### src/rtl/bcd_clock_with_mux_display_assert.svh
// Assertion macros shared by the clock block. They use the signals clk and
// rst of the module that includes this file.
`ifndef BCD_CLOCK_WITH_MUX_DISPLAY_ASSERT_SVH
`define BCD_CLOCK_WITH_MUX_DISPLAY_ASSERT_SVH

// The consequent must hold in the same cycle as the antecedent.
`define BCDC_ASSERT_SAME(label, ante, cons, msg) \
  label: assert property (@(posedge clk) disable iff (rst) (ante) |-> (cons)) \
    else $error(msg);

// The consequent must hold in the cycle after the antecedent.
`define BCDC_ASSERT_NEXT(label, ante, cons, msg) \
  label: assert property (@(posedge clk) disable iff (rst) (ante) |=> (cons)) \
    else $error(msg);

`endif

### src/rtl/bcdc_pkg.sv
package bcdc_pkg;

  // Reset values of the configuration registers.
  localparam logic [7:0] TICKS_PER_MINUTE_RESET = 8'd60;
  localparam logic [4:0] ALARM_HOURS_RESET      = 5'd6;
  localparam logic [5:0] ALARM_MINUTES_RESET    = 6'd30;

  // Configuration register indexes.
  typedef enum logic [1:0] {
    CFG_TICKS_PER_MINUTE = 2'd0,
    CFG_ALARM_HOURS      = 2'd1,
    CFG_ALARM_MINUTES    = 2'd2,
    CFG_UNUSED           = 2'd3
  } cfg_index_t;

  // BCD time of day.
  typedef struct packed {
    logic [1:0] hour_tens;
    logic [3:0] hour_units;
    logic [2:0] minute_tens;
    logic [3:0] minute_units;
  } time_t;

  // One display result.
  typedef struct packed {
    logic [1:0] digit_index;
    logic [6:0] segments;
    logic       alarm_led;
    logic       pm_led;
  } result_t;

  // Seven-segment code, bit 0 is segment a; codes above nine are blank.
  function automatic logic [6:0] seg_of(input logic [3:0] d);
    logic [6:0] s;
    case (d)
      4'd0:    s = 7'b0111111;
      4'd1:    s = 7'b0000110;
      4'd2:    s = 7'b1011011;
      4'd3:    s = 7'b1001111;
      4'd4:    s = 7'b1100110;
      4'd5:    s = 7'b1101101;
      4'd6:    s = 7'b1111101;
      4'd7:    s = 7'b0000111;
      4'd8:    s = 7'b1111111;
      4'd9:    s = 7'b1101111;
      default: s = 7'b0000000;
    endcase
    return s;
  endfunction

  // Binary hour from the BCD digits.
  function automatic logic [5:0] hours_bin(input time_t t);
    return 6'({4'd0, t.hour_tens} * 6'd10) + {2'd0, t.hour_units};
  endfunction

  // Binary minute from the BCD digits.
  function automatic logic [6:0] minutes_bin(input time_t t);
    return 7'({4'd0, t.minute_tens} * 7'd10) + {3'd0, t.minute_units};
  endfunction

endpackage

### src/rtl/bcd_clock_with_mux_display.sv
// BCD clock with a multiplexed four-digit seven-segment display.
// Input channel (in_valid/in_ready, toggle_format): one transaction is one
// multiplex tick; toggle_format of 1 flips 12/24-hour display mode first.
// Output channel (out_valid/out_ready): one result per tick with the digit
// position, its segment pattern, and the alarm and PM LEDs.
// Configuration channel (cfg_valid/cfg_ready, cfg_index, cfg_data): index 0
// ticks per minute, 1 alarm hour, 2 alarm minute; always ready. The user must
// write it only while the block is idle; the block does not enforce this.
// An accepted tick sits in the input register, and the result register loads
// from it when the input stage moves on, so a stall can hold it in between.
// Throughput: one tick per cycle while the receiver does not stall; the state
// update between the two registers is combinational.
// Reset clears the time to 00:00 in 24-hour mode, the digit pointer and tick
// counter to zero, and loads the register defaults (60, 06, 30).
// When the receiver stalls, the result register holds and one more tick is
// kept in the input register; after that in_ready drops until out_ready.
module bcd_clock_with_mux_display (
  input  logic       clk,
  input  logic       rst,
  input  logic       in_valid,
  output logic       in_ready,
  input  logic       toggle_format,
  output logic       out_valid,
  input  logic       out_ready,
  output logic [1:0] digit_index,
  output logic [6:0] segments,
  output logic       alarm_led,
  output logic       pm_led,
  input  logic       cfg_valid,
  output logic       cfg_ready,
  input  logic [1:0] cfg_index,
  input  logic [7:0] cfg_data
);
  import bcdc_pkg::*;

  `include "bcd_clock_with_mux_display_assert.svh"

  logic       s1_valid;
  logic       s1_toggle;
  logic       s1_go;
  logic [7:0] ticks_per_minute;
  logic [4:0] alarm_hours;
  logic [5:0] alarm_minutes;
  time_t      cur;
  time_t      nxt;
  logic       show_24_next;
  logic [1:0] pointer;
  result_t    res;

  // The input stage moves on whenever the result register is free or drains.
  assign s1_go     = s1_valid && (!out_valid || out_ready);
  assign in_ready  = !s1_valid || s1_go;
  assign cfg_ready = 1'b1;

  // Configuration registers.
  always_ff @(posedge clk) begin
    if (rst) begin
      ticks_per_minute <= TICKS_PER_MINUTE_RESET;
      alarm_hours      <= ALARM_HOURS_RESET;
      alarm_minutes    <= ALARM_MINUTES_RESET;
    end else if (cfg_valid) begin
      unique case (cfg_index_t'(cfg_index))
        CFG_TICKS_PER_MINUTE: ticks_per_minute <= cfg_data;
        CFG_ALARM_HOURS:      alarm_hours      <= cfg_data[4:0];
        CFG_ALARM_MINUTES:    alarm_minutes    <= cfg_data[5:0];
        default: ;
      endcase
    end
  end

  // Input register.
  always_ff @(posedge clk) begin
    if (rst) begin
      s1_valid <= 1'b0;
    end else if (in_ready) begin
      s1_valid <= in_valid;
    end
  end

  always_ff @(posedge clk) begin
    if (in_ready && in_valid) begin
      s1_toggle <= toggle_format;
    end
  end

  bcdc_counter u_counter (
    .clk              (clk),
    .rst              (rst),
    .step             (s1_go),
    .toggle           (s1_toggle),
    .ticks_per_minute (ticks_per_minute),
    .cur              (cur),
    .nxt              (nxt),
    .show_24_next     (show_24_next),
    .pointer          (pointer)
  );

  bcdc_display u_display (
    .cur           (cur),
    .nxt           (nxt),
    .show_24       (show_24_next),
    .pointer       (pointer),
    .alarm_hours   (alarm_hours),
    .alarm_minutes (alarm_minutes),
    .res           (res)
  );

  // Result register.
  always_ff @(posedge clk) begin
    if (rst) begin
      out_valid <= 1'b0;
    end else if (s1_go) begin
      out_valid <= 1'b1;
    end else if (out_ready) begin
      out_valid <= 1'b0;
    end
  end

  always_ff @(posedge clk) begin
    if (s1_go) begin
      digit_index <= res.digit_index;
      segments    <= res.segments;
      alarm_led   <= res.alarm_led;
      pm_led      <= res.pm_led;
    end
  end

  // An empty result register never blocks the input.
  `BCDC_ASSERT_SAME(a_ready_when_empty, !out_valid, in_ready,
                    "input stalled with an empty result register")
  // A stalled input stage keeps its tick.
  `BCDC_ASSERT_NEXT(a_s1_hold, s1_valid && !s1_go, s1_valid && $stable(s1_toggle),
                    "input stage lost a pending tick")
  // A loaded result shows the digit position the pointer held.
  `BCDC_ASSERT_NEXT(a_result_loaded, s1_go, out_valid && digit_index == $past(pointer),
                    "result register not loaded from the current digit")

endmodule

### src/rtl/bcdc_counter.sv
module bcdc_counter (
  input  logic           clk,
  input  logic           rst,
  input  logic           step,
  input  logic           toggle,
  input  logic [7:0]     ticks_per_minute,
  output bcdc_pkg::time_t cur,
  output bcdc_pkg::time_t nxt,
  output logic           show_24_next,
  output logic [1:0]     pointer
);
  import bcdc_pkg::*;

  `include "bcd_clock_with_mux_display_assert.svh"

  logic [7:0] tick_count;
  logic [7:0] tick_inc;
  logic       show_24_hour;
  logic       minute_due;
  time_t      t;

  // The tick counter rolls a minute when the incremented count matches.
  assign tick_inc     = tick_count + 8'd1;
  assign minute_due   = (tick_inc == ticks_per_minute);
  assign show_24_next = show_24_hour ^ toggle;

  // BCD minute and hour advance with the 23:59 to 00:00 wrap.
  always_comb begin
    t = cur;
    if (minute_due) begin
      t.minute_units = cur.minute_units + 4'd1;
      if (t.minute_units >= 4'd10) begin
        t.minute_units = 4'd0;
        t.minute_tens  = t.minute_tens + 3'd1;
      end
      if (t.minute_tens >= 3'd6) begin
        t.minute_tens = 3'd0;
        t.hour_units  = t.hour_units + 4'd1;
        if (t.hour_units >= 4'd10) begin
          t.hour_units = 4'd0;
          t.hour_tens  = t.hour_tens + 2'd1;
        end
        if (t.hour_tens == 2'd2 && t.hour_units == 4'd4) begin
          t.hour_tens  = 2'd0;
          t.hour_units = 4'd0;
        end
      end
    end
    nxt = t;
  end

  // State registers move once per transaction.
  always_ff @(posedge clk) begin
    if (rst) begin
      cur          <= '0;
      tick_count   <= 8'd0;
      pointer      <= 2'd0;
      show_24_hour <= 1'b1;
    end else if (step) begin
      cur          <= nxt;
      tick_count   <= minute_due ? 8'd0 : tick_inc;
      pointer      <= pointer + 2'd1;
      show_24_hour <= show_24_next;
    end
  end

  // The time stays a legal time of day.
  `BCDC_ASSERT_SAME(a_minute_legal, 1'b1,
                    cur.minute_units < 4'd10 && cur.minute_tens < 3'd6,
                    "minute digits out of range")
  `BCDC_ASSERT_SAME(a_hour_legal, 1'b1, hours_bin(cur) < 6'd24,
                    "hour out of range")
  // The time holds when no transaction steps it.
  `BCDC_ASSERT_NEXT(a_hold_idle, !step, cur == $past(cur) && pointer == $past(pointer),
                    "state changed without a transaction")

endmodule

### src/rtl/bcdc_display.sv
module bcdc_display (
  input  bcdc_pkg::time_t   cur,
  input  bcdc_pkg::time_t   nxt,
  input  logic              show_24,
  input  logic [1:0]        pointer,
  input  logic [4:0]        alarm_hours,
  input  logic [5:0]        alarm_minutes,
  output bcdc_pkg::result_t res
);
  import bcdc_pkg::*;

  logic [5:0] h;
  logic [5:0] h12;
  logic [1:0] tens12;
  logic [3:0] units12;
  logic [1:0] disp_ht;
  logic [3:0] disp_hu;
  logic [3:0] digit;
  logic [5:0] hours_after;

  // Twelve-hour conversion of the hour before this tick's advance.
  always_comb begin
    h = hours_bin(cur);
    if (h == 6'd0) begin
      h12 = 6'd12;
    end else if (h > 6'd12) begin
      h12 = h - 6'd12;
    end else begin
      h12 = h;
    end
    if (h12 >= 6'd30) begin
      tens12 = 2'd3;
    end else if (h12 >= 6'd20) begin
      tens12 = 2'd2;
    end else if (h12 >= 6'd10) begin
      tens12 = 2'd1;
    end else begin
      tens12 = 2'd0;
    end
    units12 = 4'(h12 - 6'({4'd0, tens12} * 6'd10));
    disp_ht = show_24 ? cur.hour_tens  : tens12;
    disp_hu = show_24 ? cur.hour_units : units12;
  end

  // Digit select for the multiplex position.
  always_comb begin
    case (pointer)
      2'd0:    digit = cur.minute_units;
      2'd1:    digit = {1'b0, cur.minute_tens};
      2'd2:    digit = disp_hu;
      default: digit = {2'd0, disp_ht};
    endcase
  end

  // The LEDs reflect the time after the advance.
  assign hours_after     = hours_bin(nxt);
  assign res.digit_index = pointer;
  assign res.segments    = seg_of(digit);
  assign res.alarm_led   = (hours_after == {1'b0, alarm_hours}) &&
                           (minutes_bin(nxt) == {1'b0, alarm_minutes});
  assign res.pm_led      = (hours_after >= 6'd12);

endmodule
### config.mk
export PLATFORM = sky130hd
export DESIGN_NAME = bcd_clock_with_mux_display
export DESIGN_NICKNAME = d
export VERILOG_FILES = /design/src/rtl/bcdc_pkg.sv /design/src/rtl/bcd_clock_with_mux_display.sv /design/src/rtl/bcdc_counter.sv /design/src/rtl/bcdc_display.sv
export VERILOG_INCLUDE_DIRS = /design/src /design/src/rtl
export SDC_FILE = /design/constraint.sdc
export NUM_CORES = 1
export LEC_CHECK = 0
export BUFFER_PORTS_ARGS = -buffer_cell sky130_fd_sc_hd__buf_4
export CAP_MARGIN = 40
export CORE_MARGIN = 2
export CORE_UTILIZATION = 55
export CTS_CLUSTER_SIZE = 24
export DETAILED_ROUTE_END_ITERATION = 10
export PLACE_DENSITY = 0.84
export SYNTH_ARGS = -nofsm -noshare
export SYNTH_HDL_FRONTEND = slang
export SYNTH_SLANG_ARGS = --single-unit
### constraint.sdc
create_clock -name clk -period 8.29 [get_ports clk]
set_input_delay 0.4145 -clock clk [delete_from_list [all_inputs] [get_ports clk]]
set_output_delay 0.4145 -clock clk [all_outputs]
set_load 0.1 [all_outputs]
* Word-level counts from Yosys, hierarchy flattened
Memories as Yosys holds them, arrays and structs flattened. A register that Yosys moved wholly into a read port is not among the register bits. Index checks and enable logic that the tools add are counted.
Operators by class: eq/ne operators 9, reduce and logical (&&, ||, !) cells 15, muxes and demuxes 19, add/sub/neg operators 11, $mul 4, bitwise gates (word level) 1, magnitude comparators 8
Operators by type and width (number):
- $mux W6 | 6
- $mux W7 | 2
- $mux W13 | 1
- $add A6 B4 Y6 | 2
- $ge A6 B4 Y1 const B | 2
- $ge A6 B5 Y1 const B | 2
- $pmux W4 S3 | 1
- $mul A2 B3 Y5 const B | 2
- $mux W9 | 1
- $add A4 B1 Y4 const B | 2
- $add A8 B1 Y8 const B | 1
- $eq A8 B8 Y1 | 1
- $ge A4 B4 Y1 const B | 2
- $mux W8 | 1
- $add A7 B4 Y7 | 1
- $eq A7 B6 Y1 | 1
- $eq A2 B2 Y1 const B | 3
- $eq A6 B5 Y1 | 1
- $gt A6 B4 Y1 const B | 1
- $logic_not A6 Y1 | 1
- $mul A3 B3 Y6 const B | 1
- $mux W2 | 3
- $reduce_and A2 Y1 | 3
- $sub A6 B4 Y6 const B | 1
- 15 further kinds | 25
Storage, ports and cells: memories kept 1, bits of input ports 16, register bits 50, ROM bits 112, output and inout port bits 14
Memories:
- (name not given) | depth 16, bits a word 7, rd ports 1, clocked after memory_dff 1, write ports 0, line bcdc_pkg.sv:35 | case (d)

* Logic depth before layout (Yosys ltp)
word-level depth 16, gate-level depth with buffers 20, gate-level depth less buffers 20

* Hierarchy
A second synthesis with hierarchy kept.
Second synthesis, totals: cells, all modules 503, area, all modules 4376.7 sq um
Modules (own cells, without submodules):
- bcdc_counter | area each 1767.9 sq um, times used 1, cells an instance 235
- bcdc_display | area each 1347.5 sq um, times used 1, cells an instance 165
- bcd_clock_with_mux_display | area each 1261.2 sq um, times used 1, cells an instance 103

* Least setup slack after synthesis
OpenSTA, ideal clock, no wires.
path type register to register, start register, netlist name u_counter.cur[8], end register segments[6] (data pin), setup slack 3.643 ns, cell stages (with the launch flop) 19, setup time 0.294 ns, required time 7.996 ns, data arrival time 4.352 ns, cells stage by stage dfxtp_1 ha_1 fa_1 xor2_1 ha_1 o21ai_0 o21a_1 mux2_2 maj3_1 o21ai_0 ha_1 fa_1 o21ai_0 a222oi_1 or2_2 buf_1 nor2_1 o221ai_1 o211ai_1
On the way: word-level cells in the longest chain between the ends 12, elaborated cells between the ends (all ways) 17, those cells by class 3 x add/sub; 1 x mul; 4 x order compare; 8 x mux; 1 x reduce/logical
RTL lines:
- $add A6 B4 Y6 | line bcdc_pkg.sv:53 | return 6'({4'd0, t.hour_tens} * 6'd10) + {2'd0, t.hour_units};
- $sub A6 B4 Y6 or $gt A6 B4 Y1 (tied branches) | line bcdc_display.sv:27, bcdc_display.sv:26
- $mux W6 | line bcdc_display.sv:26 | end else if (h > 6'd12) begin
- $mux W6 | line bcdc_display.sv:24 | if (h == 6'd0) begin
- $ge A6 B4 Y1 | line bcdc_display.sv:35 | end else if (h12 >= 6'd10) begin
- $mux W1 | line bcdc_display.sv:35
- $mux W2 | line bcdc_display.sv:33 | end else if (h12 >= 6'd20) begin
- $mux W2 | line bcdc_display.sv:31 | if (h12 >= 6'd30) begin
- $mul A2 B3 Y3 | line bcdc_display.sv:40 | units12 = 4'(h12 - 6'({4'd0, tens12} * 6'd10));
- $sub A4 B4 Y4 | line bcdc_display.sv:40
- $mux W4 | line bcdc_display.sv:42 | disp_hu = show_24 ? cur.hour_units : units12;
- $pmux W4 S3 (*) | line bcdc_display.sv:47 | case (pointer)
- end: declaration | line bcd_clock_with_mux_display.sv:26 | output logic [6:0] segments,
Every way passes the cells marked *; elsewhere a longest branch is shown, timed or not. A chain may end at the register's enable or synchronous reset.

* Worst setup path in the final report
start register, netlist name u_counter.cur[8], end register segments[6] (data pin)
On the way: word-level cells in the longest chain between the ends 12, elaborated cells between the ends (all ways) 17, those cells by class 3 x add/sub; 1 x mul; 4 x order compare; 8 x mux; 1 x reduce/logical
RTL lines (line):
- $add A6 B4 Y6 | bcdc_pkg.sv:53
- $sub A6 B4 Y6 or $gt A6 B4 Y1 (tied branches) | bcdc_display.sv:27, bcdc_display.sv:26
- $mux W6 | bcdc_display.sv:26
- $mux W6 | bcdc_display.sv:24
- $ge A6 B4 Y1 | bcdc_display.sv:35
- $mux W1 | bcdc_display.sv:35
- $mux W2 | bcdc_display.sv:33
- $mux W2 | bcdc_display.sv:31
- $mul A2 B3 Y3 | bcdc_display.sv:40
- $sub A4 B4 Y4 | bcdc_display.sv:40
- $mux W4 | bcdc_display.sv:42
- $pmux W4 S3 (*) | bcdc_display.sv:47
Marks and branches as above.

==> impl_results.md <==
* Worst R2R Path Depth at 17
* Number of placement rows at 31
* Number of CTS-inserted buffers at 9
* Crit path DAT at 5.11 ns
* Setup crit start kind: register
* Post-synthesis cell type count at 64
* Number of antenna repair diodes at 0
* Final-layout setup total negative slack at 0 ns
* Number of standard cells in the layout, taps in and fillers out at 620
* Count of final max-slew check failures at 0
* Worst path slowest cell: sky130_fd_sc_hd__a222oi_1
* Data required time of the critical path at around 8.4 ns
* Smallest setup slack after layout at around 3.2 ns
* Detailed Place HPWL at 6.667 mm
* Final ANT Viol Nets at 0
* Gate count after technology mapping at 493
* Static Leakage at 0.001959 uW
* Peak supply drop at 0.0001440 V
* Share of the synthesized area in the top cell type at 21.55%
* Place WS at 3.320 ns
* Type of the most critical hold path: input pin to register
* Overall overflow remaining after global route at 0
* Pin count of the biggest net entering global routing at 46
* Avg Vias per Cell at 5.942
* Final cycle utilization of the critical path at around three fifths
* Total number of yosys warnings at 0
* Largest stage delay on the critical path at 0.67 ns
* Most common cell in the netlist: sky130_fd_sc_hd__nor2_1
* Commonest cells in the netlist: 55 x sky130_fd_sc_hd__nor2_1, 45 x sky130_fd_sc_hd__dfxtp_1, 31 x sky130_fd_sc_hd__ha_1, 31 x sky130_fd_sc_hd__o21ai_0, 30 x sky130_fd_sc_hd__a21oi_1
* Wire length per cell at 14.76 um
* Endpoint kind of the worst setup timing path: register
* Global-route wire length before repair at between 15 and 20 mm
* Post-CTS Hold Buffers at 0
* Cell taking the most area after synthesis: sky130_fd_sc_hd__dfxtp_1
* Cell area after placement at 4462 um2
* Synth Net Count at 544
* Cell breakdown of the critical path: ha_1 > fa_1 > xor2_1 > ha_1 > o21ai_0 > o21a_1 > mux2_2 > maj3_1 > o21ai_0 > ha_1 > fa_1 > o21ai_0 > a222oi_1 > or2_2 > nor2_1 > o221ai_1 > o211ai_1
* H-Tree Level Count at 3
* Clock tree from TritonCTS: done
* Async set-or-reset flop fraction in the synthesized netlist at 0%
* Number of ports placed on the die boundary at 30
* Number of maximum-capacitance constraint violations at 0
* Wire length reported by the detailed router at between 9 and 10 mm
* Top FF cell, synth: sky130_fd_sc_hd__dfxtp_1
* Shortest clock period the worst path allows after layout at 5.049 ns
* Total power at about 740 uW
* GRT Total Usage at 23.67%
* Share of layout cells above drive strength 1 at between 10% and 20%
* Fin area at between 4000 and 5000 um2
* Detailed Routing Iterations Pass 1 at 5
* Number of global-route vias before repair at 3651
* Core outline area at 7292 um2
* Full die area at a little over 8000 um2
* Netlist Area Pre-Place at about 4200 um2
* Area added between synthesis and finish at 11.88%
* Maximum root-to-sink buffer count at 2
* Maximum clock frequency at 198.1 MHz
* Count of cells resized by post-cts repair at 0
* Register-to-Register Setup Slack at 3.24 ns
* Total via count after detailed routing at 3684
* Largest driver fanout on the critical path at 8
* Reg-to-Reg End: segments[6]
* Latest clock arrival within the worst-skew pair at 0.34 ns
* Input/output buffers at 28
* Die H at a little over 90 um
* Unrepaired setup endpoints after global routing: no
* Endpoint of the most critical setup path: segments[6]
* Final routed DRC violation total at 0
* Hold Violations, Final at 0
* Run status: completed
* Post-Route Skew at about 0.013 ns
* Number of nets in the layout at 567
* Mapped Avg Cell Area at 8.479 um2
* Chip width at 91.18 um
* Pin slew with the least headroom to its limit at around 0.9 ns
* Routability-driven placement congestion ratio at 0.9291
* Antenna violations before repair at 0
* Power density cells at 158.8 nW/um2
* Number of setup buffers added after CTS at 0
* Sequential fraction of the synthesis area at 30.17%
* Number of flops mapped to enable cells by yosys at 12
* Launch point of the worst path: u_counter.cur[8]
* Initial Utilization at a little under three fifths
* Category of the critical setup timing path: register to register
* Area contributors post-synth: sky130_fd_sc_hd__dfxtp_1 22%, sky130_fd_sc_hd__ha_1 9.3%, sky130_fd_sc_hd__edfxtp_1 8.6%
* FF+latch count, synth at between 50 and 60
* Filler cell count at slightly above 600
* Relative max-transition margin at 41.10%
* Sinks on the clock net at 57
* Iteration-0 DRC Markers at 224
* Clock transition time at the flip-flop clock pins of the worst setup and hold paths at around 0.07 ns
* Final setup violation count at 0
* Reg2Reg Launch Point: u_counter.cur[8]
* Cell at the root of the clock tree: sky130_fd_sc_hd__clkbuf_8
* # placed instances at around 600
-- cell families after synthesis --
group                      Yosys count  synth area share [%]
DFF                                 57                 30.17
other                                1               0.08971
xor gates and xnor gates            33                 6.914
muxes                               23                 5.687
AOI/OAI and AO/OA                  126                 20.14
and+or+nand+nor                    170                 21.04
buffers and inverters               46                 4.280
adders and majority gates           37                 11.67
-- per-layer routing --
layer  vias up  track usage (%)  routed length [um]
li1       1830                -                   -
met1      1700            28.73                3904
met2       126            40.99                4591
met3        28            4.979                 473
met4         0            9.091                 180
met5         -                0                   0
-- flip-flops by register name, summed over array words and instances (netlist names), 2 cells and up --
signal / count
u_counter.cur: 13
ticks_per_minute: 8
u_counter.tick_count: 8
segments: 7
alarm_minutes: 6
alarm_hours: 5
digit_index: 2
u_counter.pointer: 2
-- stage by stage --
stage	utilization, %	hold WS [ns]
finish	64.14	0.2464
global route	64.14	0.2311
CTS	64.14	0.2341
detailed placement	61.19	0.4793
global placement	61.02	0.4708
floorplan	-	0.4562
-- critical path, delay by kind of cell, from the launching register on --
kind	cells	cell delay, ns
adders and majority gates	6	1.75
DFF	1	0.38
xor gates and xnor gates	1	0.33
AOI/OAI and AO/OA	7	1.63
and+or+nand+nor	2	0.37
muxes	1	0.30
-- area by class of cell --
cell class	count	area [um2]	area share [%]
multi-input combinational	390	2745	58.69
sequential	57	1261	26.97
timing repair buffer	31	230.2	4.922
clock buffer	12	166.4	3.558
tap	99	123.9	2.648
inverter	27	101.3	2.167
clock inverter	4	48.80	1.043
-- layout by cell type, fill, tap and decap left out, types with 7 or more instances in the layout --
master,count
sky130_fd_sc_hd__a211o_1,13
sky130_fd_sc_hd__nor3_1,9
sky130_fd_sc_hd__nand2_1,27
sky130_fd_sc_hd__and3_1,7
sky130_fd_sc_hd__xor2_1,11
sky130_fd_sc_hd__ha_1,31
sky130_fd_sc_hd__mux2i_1,17
sky130_fd_sc_hd__o21ai_0,31
sky130_fd_sc_hd__nor2_1,55
sky130_fd_sc_hd__xnor2_1,22
sky130_fd_sc_hd__a21oi_1,30
sky130_fd_sc_hd__dfxtp_1,45
sky130_fd_sc_hd__a211oi_1,9
sky130_fd_sc_hd__edfxtp_1,12
sky130_fd_sc_hd__inv_1,27
sky130_fd_sc_hd__buf_4,30
sky130_fd_sc_hd__nand3_1,12
sky130_fd_sc_hd__nor2b_1,13
sky130_fd_sc_hd__clkbuf_8,10
sky130_fd_sc_hd__nand2b_1,8
-- worst min-delay path by stage --
stage / from / cells past startpoint / slack [ns] / end
after floorplan: alarm_hours[1] / 1 / 0.46 / alarm_hours[1]
after global placement: alarm_minutes[1] / 1 / 0.47 / alarm_minutes[1]
after detailed placement: alarm_hours[1] / 1 / 0.48 / alarm_hours[1]
after CTS: toggle_format / 1 / 0.23 / s1_toggle
after global routing: toggle_format / 1 / 0.23 / s1_toggle
final: toggle_format / 1 / 0.25 / s1_toggle
-- report_power, final --
part	switching [uW]	internal (uW)
clock	115	165
sequential	12.7	297
combinational	94.8	58.2
total	223	520
No activity file was read; power rests on OpenSTA's default activity.
